$ cat src/rtl/gap_buffer_text_store_unit_macros.svh
// ----------------------------------------------------------------------------
// Gap buffer text store: assertion macros
// Shared concurrent assertion forms, clocked on clk and quiet during reset.
// ----------------------------------------------------------------------------
`ifndef GAP_BUFFER_TEXT_STORE_UNIT_MACROS_SVH
`define GAP_BUFFER_TEXT_STORE_UNIT_MACROS_SVH

// Same-cycle implication.
`define GBTS_ASSERT_NOW(label, ante, cons) \
	label: assert property (@(posedge clk) disable iff (!arst_n) (ante) |-> (cons)) \
		else $error("gap buffer assertion failed (same cycle)");

// Next-cycle implication.
`define GBTS_ASSERT_NEXT(label, ante, cons) \
	label: assert property (@(posedge clk) disable iff (!arst_n) (ante) |=> (cons)) \
		else $error("gap buffer assertion failed (next cycle)");

`endif

$ cat src/rtl/gbts_pkg.sv
// ----------------------------------------------------------------------------
// Gap buffer text store package
// Sizes, operation and status codes, and the controller/datapath interface.
// ----------------------------------------------------------------------------
package gbts_pkg;

	// Number of byte cells in the store.
	localparam int CAPACITY = 1024;
	localparam int ADDR_W   = $clog2(CAPACITY);

	// Field widths fixed by the stream format.
	localparam int FUNC_W   = 2;
	localparam int CHAR_W   = 8;
	localparam int POS_W    = 11;
	localparam int STATUS_W = 2;
	localparam int OUT_W    = STATUS_W + CHAR_W + POS_W + POS_W;
	localparam int IN_W     = ((CHAR_W + POS_W + 7) / 8) * 8;

	// Internal counts hold 0..CAPACITY and any position value.
	localparam int CNT_W = (ADDR_W + 1 > POS_W) ? ADDR_W + 1 : POS_W;

	localparam logic [FUNC_W-1:0] OP_INSERT = 2'd0;
	localparam logic [FUNC_W-1:0] OP_DELETE = 2'd1;
	localparam logic [FUNC_W-1:0] OP_MOVE   = 2'd2;
	localparam logic [FUNC_W-1:0] OP_READ   = 2'd3;

	localparam logic [STATUS_W-1:0] ST_OK    = 2'd0;
	localparam logic [STATUS_W-1:0] ST_FULL  = 2'd1;
	localparam logic [STATUS_W-1:0] ST_EMPTY = 2'd2;
	localparam logic [STATUS_W-1:0] ST_RANGE = 2'd3;

	// Commands from the controller.
	typedef struct packed {
		logic load;    // capture an accepted item, start its lookup read
		logic step;    // carry one byte across the gap
		logic finish;  // commit the operation and load the result register
	} cmd_t;

	// Status back to the controller.
	typedef struct packed {
		logic [FUNC_W-1:0] op;
		logic              at_target;  // cursor has reached the move target
	} sts_t;

endpackage

$ cat src/rtl/gbts_ctrl.sv
// ----------------------------------------------------------------------------
// Gap buffer controller
// Accepts one item at a time, runs move copies and owns the result valid.
// ----------------------------------------------------------------------------
module gbts_ctrl (
	input  logic           clk,
	input  logic           arst_n,
	input  logic           in_valid,
	output logic           in_ready,
	output logic           out_valid,
	input  logic           out_ready,
	input  gbts_pkg::sts_t sts,
	output gbts_pkg::cmd_t cmd
);

	localparam logic S_IDLE = 1'b0;
	localparam logic S_EXEC = 1'b1;

	logic state_q;
	logic valid_q;
	logic out_free, moving;

	always_comb begin
		out_free   = !valid_q || out_ready;
		moving     = (sts.op == gbts_pkg::OP_MOVE) && !sts.at_target;
		in_ready   = (state_q == S_IDLE);
		cmd.load   = (state_q == S_IDLE) && in_valid;
		cmd.step   = (state_q == S_EXEC) && moving;
		cmd.finish = (state_q == S_EXEC) && !moving && out_free;
	end

	always_ff @(posedge clk or negedge arst_n) begin
		if (!arst_n) begin
			state_q <= S_IDLE;
			valid_q <= 1'b0;
		end else begin
			case (state_q)
				S_IDLE: begin
					if (cmd.load) begin
						state_q <= S_EXEC;
					end
				end
				S_EXEC: begin
					if (cmd.finish) begin
						state_q <= S_IDLE;
					end
				end
				default: begin
					state_q <= S_IDLE;
				end
			endcase
			if (cmd.finish) begin
				valid_q <= 1'b1;
			end else if (out_ready) begin
				valid_q <= 1'b0;
			end
		end
	end

	assign out_valid = valid_q;

endmodule

$ cat config.mk
export PLATFORM = sky130hd
export DESIGN_NAME = gbts_ctrl
export DESIGN_NICKNAME = d
export VERILOG_FILES = /design/src/rtl/gap_buffer_text_store_unit_macros.svh /design/src/rtl/gbts_pkg.sv /design/src/rtl/gbts_ctrl.sv
export SDC_FILE = /design/constraint.sdc
export NUM_CORES = 1
export LEC_CHECK = 0
export ABC_AREA = 1
export BUFFER_PORTS_ARGS = -buffer_cell sky130_fd_sc_hd__buf_2
export CORE_AREA = 3 3 40 42
export DETAILED_ROUTE_END_ITERATION = 8
export DIE_AREA = 0 0 43 45
export GPL_ROUTABILITY_DRIVEN = 0
export HOLD_SLACK_MARGIN = 0.02
export SYNTH_ARGS = -nofsm -noshare
export SYNTH_HDL_FRONTEND = slang
export SYNTH_SLANG_ARGS = --single-unit
$ cat constraint.sdc
create_clock -name clk -period 1.1 [get_ports clk]
set_input_delay 0.165 -clock clk [delete_from_list [all_inputs] [get_ports clk]]
set_output_delay 0.165 -clock clk [all_outputs]
set_load 0.005 [all_outputs]
==> results of run 1 <==
metal layers:
| metal | part of all wire, % | wire length (um) |
|---|---|---|
| met5 | 0 | 0 |
| met4 | 0 | 0 |
| met3 | 14 | 45 |
| met2 | 52 | 168 |
| met1 | 34 | 111 |
registers in the layout, summed over array words and instances (netlist names):
signal and count:
out_valid 1, state_q 1
cell usage after synthesis:
cell	n	share of area [%]
inv_1	6	19
nand3_2	2	16
nor2_1	2	6.2
nand2_2	1	5.2
inv_2	1	3.1
nand2_1	3	9.3
dfrtp_1	2	41
placed cells by master, fill, tap and decap left out:
master / count
dlygate4sd3_1: 1
nand2_2: 1
nor2_1: 1
clkbuf_4: 3
nand3_2: 2
inv_1: 6
nand2_1: 3
buf_2: 11
nor2_2: 1
inv_2: 1
dfrtp_1: 2
buf_4: 1
worst max-delay path, stage by stage, from the launching register on:
cell     delay, ns
dfrtp_1       0.37
nand2_2       0.07
nand3_2       0.08
inv_1         0.05
buf_2         0.10
stage by stage:
step | worst slack, ns | instance area [sq um] | hold WS [ns]
6_report | 0.0372 | 238 | 0.237
5_1_grt | -0.0296 | 238 | 0.247
4_1_cts | 0.00212 | 228 | 0.209
3_5_place_dp | 0.247 | 195 | -0.0467
3_3_place_gp | 0.256 | 195 | -0.0489
2_1_floorplan | 0.327 | 121 | -0.131
where the power goes:
group	internal (W)	switching, W
Sequential	0.000112	0.0000332
Combinational	0.000102	0.0000987
Clock	0.000120	0.0000410
cells by family after synthesis:
| group | share of synthesized area [%] |
|---|---|
| buffers and inverters | 21.6 |
| AND/OR/NAND/NOR | 37.1 |
| flip-flops | 41.2 |
path summary, 6_finish.rpt:
kind                                          to  slack [ns]
max reg2reg                    state_q$_DFF_PN0_        0.36
min in group asynchronous  out_valid$_DFFE_PN0P_        0.26
max in group asynchronous      state_q$_DFF_PN0_        0.74
min                            state_q$_DFF_PN0_        0.24
min reg2reg                out_valid$_DFFE_PN0P_        0.57
max                                       cmd[0]        0.04
final cells by class:
type / instances / area, sq um / share of cell area (%)
Clock buffer: 3 / 22.5 / 9.47
Inverter: 7 / 26.3 / 11.1
Multi-Input combinational cell: 8 / 47.5 / 20.0
Sequential cell: 2 / 50.0 / 21.1
Tap cell: 15 / 18.8 / 7.89
Timing Repair Buffer: 13 / 72.6 / 30.5
timing repair:
action	in CTS	in global routing
resized for setup	0	1
endpoints found under the setup margin	0	2
buffers inserted	0	1
hold buffers	1	0
endpoints found under the hold margin	2	0
==> results.yml, run 1 <==
run_status:
  status: "complete, no violations"
synthesis:
  ys_seq_area_share_pct: 41.2
  ys_seq_elements: 2
  yosys_warnings: 0
  syn_nets: 24
  syn-cell-area_sq_um: 121
  avgSynthCellArea_sq_um: 7.14
  synthCells: 17
  yosysUniqueCellTypes: 7
clock_tree:
  worstSkewPairLatency_ns: 0.22
  cts_tree: "built"
  clock_path_buffers: 2
  root_buffer: "clkbuf_4"
  cts_buffers: 3
  path_clk_slew_ns: 0.03
  htree_num_levels: 1
  clock_sink_count: 2
routing:
  initialDrtViolationCount: 2
  via_per_inst: 3.25
  dr.pass1.iters: 2
  via_count: 156
  wl_per_cell_um: 6.77
  drcViolationCount: 0
  wl_um: 325
  detail-route-antenna-nets: 0
global_route:
  grt_pass1_wl_um: 538
  antenna_found_initial: 0
  met3_usage_pct: 3.59
  grt_max_degree: 4
  grt_use_met2_pct: 5.99
  grt_pass1_vias: 142
  grt-busiest-layer: "met2"
  grtUsageTotal_pct: 4.41
  grtUsageMet1_pct: 3.61
  grt_overflow: 0
critical_path:
  crit_start: "out_valid$_DFFE_PN0P_"
  required_ns: 0.94
  critPathMaxFanout: 3
  worst-setup-path-type: "register to primary output"
  r2r_cells: 4
  r2r_start: "out_valid$_DFFE_PN0P_"
  endpoint_kind: "primary output"
  start_kind: "register"
  cp.arrival_ns: 0.90
placement:
  placed_cells: 43
  hpwlAfterDp_um: 268
  portBuffers: 11
min_path:
  min_from: "in_valid"
  min-delay-path-class: "input port to register"
  whs_path_depth: 5
timing:
  rsz0062_at_grt: "yes"
  setup_viol: 0
  min_period_ns: 1.06
  final.setup_skew_ns: 0.00233
  worstMarginPinSlew_ns: 0.139
  final.setup.tns_ns: 0
  final-hold-violation-count: 0
  slew_headroom_pct: 90.7
  slew_viol_final: 0
  fmax_mhz: 941
  finalCritPeriodShare_pct: 96.6
cells_and_area:
  drive_above_1_share_pct: 60.6
  diodes: 0
  syn_to_final_growth_pct: 95.9
  n_fill_cell: 152
  fin_util_pct: 18.5
  final_cells: 48
  finalNetCount: 42
power:
  p_leak_nw: 0.154
  ir_worst_vdd_mv: 0.286
  power.total_w: 0.000507
  p_per_area_nw_per_um2: 2130
floorplanning:
  initial_core_util_pct: 9.44
  coreArea_sq_um: 1280
  fp.dieH_um: 45
  io_pins: 12
  dieArea_sq_um: 1940
  die_w_um: 43
  rows: 13
flow_run:
  maxCapViolCount: 0
Power figures use the tool's default switching activity.
==> inputs of run 2 (changes only) <==
--- a/config.mk
+++ b/config.mk
@@ -7,11 +7,12 @@
 export LEC_CHECK = 0
 export ABC_AREA = 1
 export BUFFER_PORTS_ARGS = -buffer_cell sky130_fd_sc_hd__buf_2
-export CORE_AREA = 3 3 40 42
+export CORE_AREA = 8 8 45 47
 export DETAILED_ROUTE_END_ITERATION = 8
-export DIE_AREA = 0 0 43 45
+export DIE_AREA = 0 0 53 55
 export GPL_ROUTABILITY_DRIVEN = 0
 export HOLD_SLACK_MARGIN = 0.02
+export SKIP_LAST_GASP = 1
 export SYNTH_ARGS = -nofsm -noshare
 export SYNTH_HDL_FRONTEND = slang
 export SYNTH_SLANG_ARGS = --single-unit
==> results.yml, run 2 (synthesis gave the netlist of run 1 again) <==
clock_tree:
  clock_path_buffers: 2
  path_clk_slew_ns: 0.03
  cts-resized-gates: 0
  clock_sink_count: 2
  cts_buffers: 3
  root_buffer: "clkbuf_4"
  worstSkewPairLatency_ns: 0.23
  htree_num_levels: 1
  cts_tree: "built"
power:
  ir_worst_vdd_mv: 0.669
  p_leak_nw: 0.149
  p_per_area_nw_per_um2: 2180
critical_path:
  worst-setup-path-type: "register to primary output"
  critPathMaxFanout: 3
  crit_cells: 4
  r2r_cells: 4
  endpoint_kind: "primary output"
  path_cells: "nand2_2 > nand3_2 > inv_1 > buf_2"
  crit_buf_inv: 2
  slowest_stage: "dfrtp_1"
  start_kind: "register"
  crit_family: "flip-flops"
  critical_path.max_stage_delay_ns: 0.37
  cp.arrival_ns: 0.92
  required_ns: 0.94
timing:
  rsz0062_at_grt: "yes"
  slew_headroom_pct: 89.9
  fmax_mhz: 926
  slew_viol_final: 0
  whs_ns: 0.223
  final-hold-violation-count: 0
  setup_viol: 0
  setup_ws_ns: 0.0195
  worstMarginPinSlew_ns: 0.152
  finalCritPeriodShare_pct: 98.2
  final.setup_skew_ns: 0.00496
  min_period_ns: 1.08
floorplanning:
  fp.dieH_um: 55
  coreArea_sq_um: 1380
  rows: 14
  die_w_um: 53
  io_pins: 12
  initial_core_util_pct: 8.77
  dieArea_sq_um: 2920
global_route:
  antenna_found_initial: 0
  grt_overflow: 0
  grtUsageTotal_pct: 3.06
  grt_pass1_wl_um: 572
  grt_pass1_vias: 138
  grt_max_degree: 4
flow_run:
  maxCapViolCount: 0
placement:
  portBuffers: 11
  hpwlAfterDp_um: 314
  dp_slack_ns: 0.232
run_status:
  status: "complete, no violations"
routing:
  initialDrtViolationCount: 0
  dr.pass1.iters: 1
  detail-route-antenna-nets: 0
  wl_um: 392
  drcViolationCount: 0
  via_per_inst: 2.90
  wl_per_cell_um: 8.17
  via_count: 139
cells_and_area:
  layout_common_cells: "buf_2, inv_1, nand2_1, clkbuf_4"
  final_common_cell: "buf_2"
  fin_util_pct: 16.5
  drive_above_1_share_pct: 56.3
  diodes: 0
  finalNetCount: 41
  n_fill_cell: 157
  syn_to_final_growth_pct: 88.7
min_path:
  whs_path_depth: 5
  min-delay-path-class: "input port to register"
[run 2: path summary, 6_finish.rpt]
check                                        endpoint             startpoint  slack [ns]
worst max register to register      state_q$_DFF_PN0_  out_valid$_DFFE_PN0P_        0.36
worst min-delay path                state_q$_DFF_PN0_               in_valid        0.22
worst max-delay path                           cmd[0]  out_valid$_DFFE_PN0P_        0.02
worst min register to register  out_valid$_DFFE_PN0P_  out_valid$_DFFE_PN0P_        0.51
min in group asynchronous           state_q$_DFF_PN0_                 arst_n        0.25
max in group asynchronous       out_valid$_DFFE_PN0P_                 arst_n        0.75
[run 2: stage by stage]
step                      total power (W)  cell area (sq um)  TNS (ns)  cells
final                            0.000499                229         0     48
after global routing             0.000552                229   -0.0187     48
after CTS                        0.000513                229         0     48
after detailed placement         0.000336                196         0     44
after global placement           0.000334                196         0     44
after floorplan                  0.000239                121         0     17
[run 2: area by class of cell]
type / instances / area [sq um] / share of cell area, %
timing repair buffer: 12 / 65.1 / 28.4
inverter: 7 / 26.3 / 11.5
sequential: 2 / 50.0 / 21.9
multi-input combinational: 8 / 45.0 / 19.7
tap: 16 / 20.0 / 8.74
clock buffer: 3 / 22.5 / 9.84
[run 2: routing by layer]
layer	part of all wire [%]	up-vias	track usage, %
li1	-	77	-
met4	0	0	0
met2	19	12	2.15
met3	19	0	5.08
met1	62	50	3.95
met5	0	-	0
[run 2: what timing repair did]
action,CTS,global route
setup endpoints to repair,1,2
hold buffers,1,0
buffers inserted,0,0
pin swaps,2,1
endpoints found under the hold margin,2,0
gates cloned,0,0
[run 2: report_power, final]
group	switching [W]	internal (W)	leakage, nW
logic	0.0000977	0.0000892	0.112
clock network	0.0000443	0.000121	0.0138
registers	0.0000348	0.000112	0.0233
[run 2: worst register-to-register path, cell delays in order (launching register included)]
cell	delay, ns
dfrtp_1	0.37
nand2_2	0.08
nand3_2	0.08
nand2_1	0.07
inv_1	0.03
==> inputs of run 3 (changes only) <==
--- a/config.mk
+++ b/config.mk
@@ -12,6 +12,7 @@
 export DIE_AREA = 0 0 53 55
 export GPL_ROUTABILITY_DRIVEN = 0
 export HOLD_SLACK_MARGIN = 0.02
+export RECOVER_POWER = 50
 export SKIP_LAST_GASP = 1
 export SYNTH_ARGS = -nofsm -noshare
 export SYNTH_HDL_FRONTEND = slang
==> results.yml, run 3 (synthesis gave the netlist of run 1 again) <==
clock_tree:
  cts-resized-gates: 0
  worstSkewPairLatency_ns: 0.23
  clock_sink_count: 2
  cts_tree: "built"
  path_clk_slew_ns: 0.03
  cts_buffers: 3
  htree_num_levels: 1
  post-cts-setup-buffers: 0
  root_buffer: "clkbuf_4"
  clock_path_buffers: 2
timing:
  setup_viol: 0
  final.setup_skew_ns: 0.00496
  slew_headroom_pct: 89.9
  worstMarginPinSlew_ns: 0.152
  finalCritPeriodShare_pct: 98.2
  slew_viol_final: 0
  whs_ns: 0.223
  fmax_mhz: 926
  final-hold-violation-count: 0
  min_period_ns: 1.08
  rsz0062_at_grt: "yes"
critical_path:
  r2r_start: "out_valid$_DFFE_PN0P_"
  worst-setup-path-type: "register to primary output"
  rrSetupSlack_ns: 0.36
  r2r_cells: 4
  required_ns: 0.94
  endpoint_kind: "primary output"
  crit_path_end: "cmd[0]"
  start_kind: "register"
  cp.arrival_ns: 0.92
  crit_start: "out_valid$_DFFE_PN0P_"
  critPathMaxFanout: 3
  worstReg2RegEnd: "state_q$_DFF_PN0_"
power:
  power.total_w: 0.000499
  p_leak_nw: 0.146
  ir_worst_vdd_mv: 0.669
  p_per_area_nw_per_um2: 2190
global_route:
  grtUsageMet1_pct: 3.95
  grt_max_degree: 4
  grt-busiest-layer: "met3"
  grtUsageTotal_pct: 3.06
  grt_pass1_wl_um: 572
  grt_pass1_vias: 138
  grt_use_met2_pct: 2.15
  antenna_found_initial: 0
  met3_usage_pct: 5.08
  grt_overflow: 0
floorplanning:
  die_w_um: 53
  initial_core_util_pct: 8.77
  fp.dieH_um: 55
  rows: 14
  io_pins: 12
  coreArea_sq_um: 1380
  dieArea_sq_um: 2920
cells_and_area:
  finalNetCount: 41
  syn_to_final_growth_pct: 87.6
  diodes: 0
  drive_above_1_share_pct: 53.1
  layout_common_cells: "buf_2, inv_1, nand2_1, clkbuf_4"
  final_cells: 48
  final_common_cell: "buf_2"
routing:
  via_count: 139
  initialDrtViolationCount: 0
  dr.pass1.iters: 1
  via_per_inst: 2.90
  wl_um: 390
  wl_per_cell_um: 8.13
  drcViolationCount: 0
  detail-route-antenna-nets: 0
placement:
  placed_cells: 44
  hpwlAfterDp_um: 314
  portBuffers: 11
run_status:
  status: "complete, no violations"
min_path:
  whs_path_depth: 5
  min-delay-path-class: "input port to register"
flow_run:
  maxCapViolCount: 0
==> run 3: cell types whose count changed in the layout (fill, tap and decap cells not counted), sizes merged <==
cell	previous run	this run
buf	11	10
clkbuf	3	4
==> run 3: worst min-delay path by stage <==
| stage | from | end | slack (ns) |
|---|---|---|---|
| 2_1_floorplan | arst_n | out_valid$_DFFE_PN0P_ | -0.13 |
| 3_3_place_gp | arst_n | out_valid$_DFFE_PN0P_ | -0.05 |
| 3_5_place_dp | arst_n | out_valid$_DFFE_PN0P_ | -0.05 |
| 4_1_cts | in_valid | state_q$_DFF_PN0_ | 0.22 |
| 5_1_grt | out_ready | out_valid$_DFFE_PN0P_ | 0.25 |
| 6_report | in_valid | state_q$_DFF_PN0_ | 0.22 |
==> run 3: routing by layer <==
layer	routed length [um]	part of all wire, %
met3	73	19
met1	241	62
met2	75	19
met5	0	0
met4	0	0
==> run 3: cell type report <==
type	instances	area, sq um
Fill cell	158	1160
Inverter	7	26.3
Multi-Input combinational cell	8	45.0
Timing Repair Buffer	12	63.8
Clock buffer	3	22.5
Tap cell	16	20.0
Sequential cell	2	50.0
==> run 3: metrics by stage <==
stage | setup WS, ns | utilization (%) | setup TNS (ns) | instance area, sq um
after floorplan | 0.327 | - | 0 | 121
after global placement | 0.230 | 14.2 | 0 | 196
after detailed placement | 0.232 | 14.2 | 0 | 196
after CTS | 0.00810 | 16.5 | 0 | 229
after global routing | -0.0187 | 16.5 | -0.0187 | 228
final | 0.0195 | 16.5 | 0 | 228
==> run 3: where the power goes <==
part,switching (W),internal [W],total (W)
logic,0.0000977,0.0000887,0.000186
clock network,0.0000443,0.000121,0.000165
registers,0.0000348,0.000112,0.000147
total,0.000177,0.000322,0.000499
==> run 3: worst max-delay path, cell delays in order, from the launching register on <==
cell and delay, ns:
dfrtp_1 0.37, nand2_2 0.08, nand3_2 0.08, inv_1 0.06
buf_2 0.10
==> run 3: timing repair <==
item,4_1_cts,5_1_grt
endpoints found under the setup margin,1,2
hold buffers,1,0
pin swaps,2,1
endpoints found under the hold margin,2,0
cloned,0,0
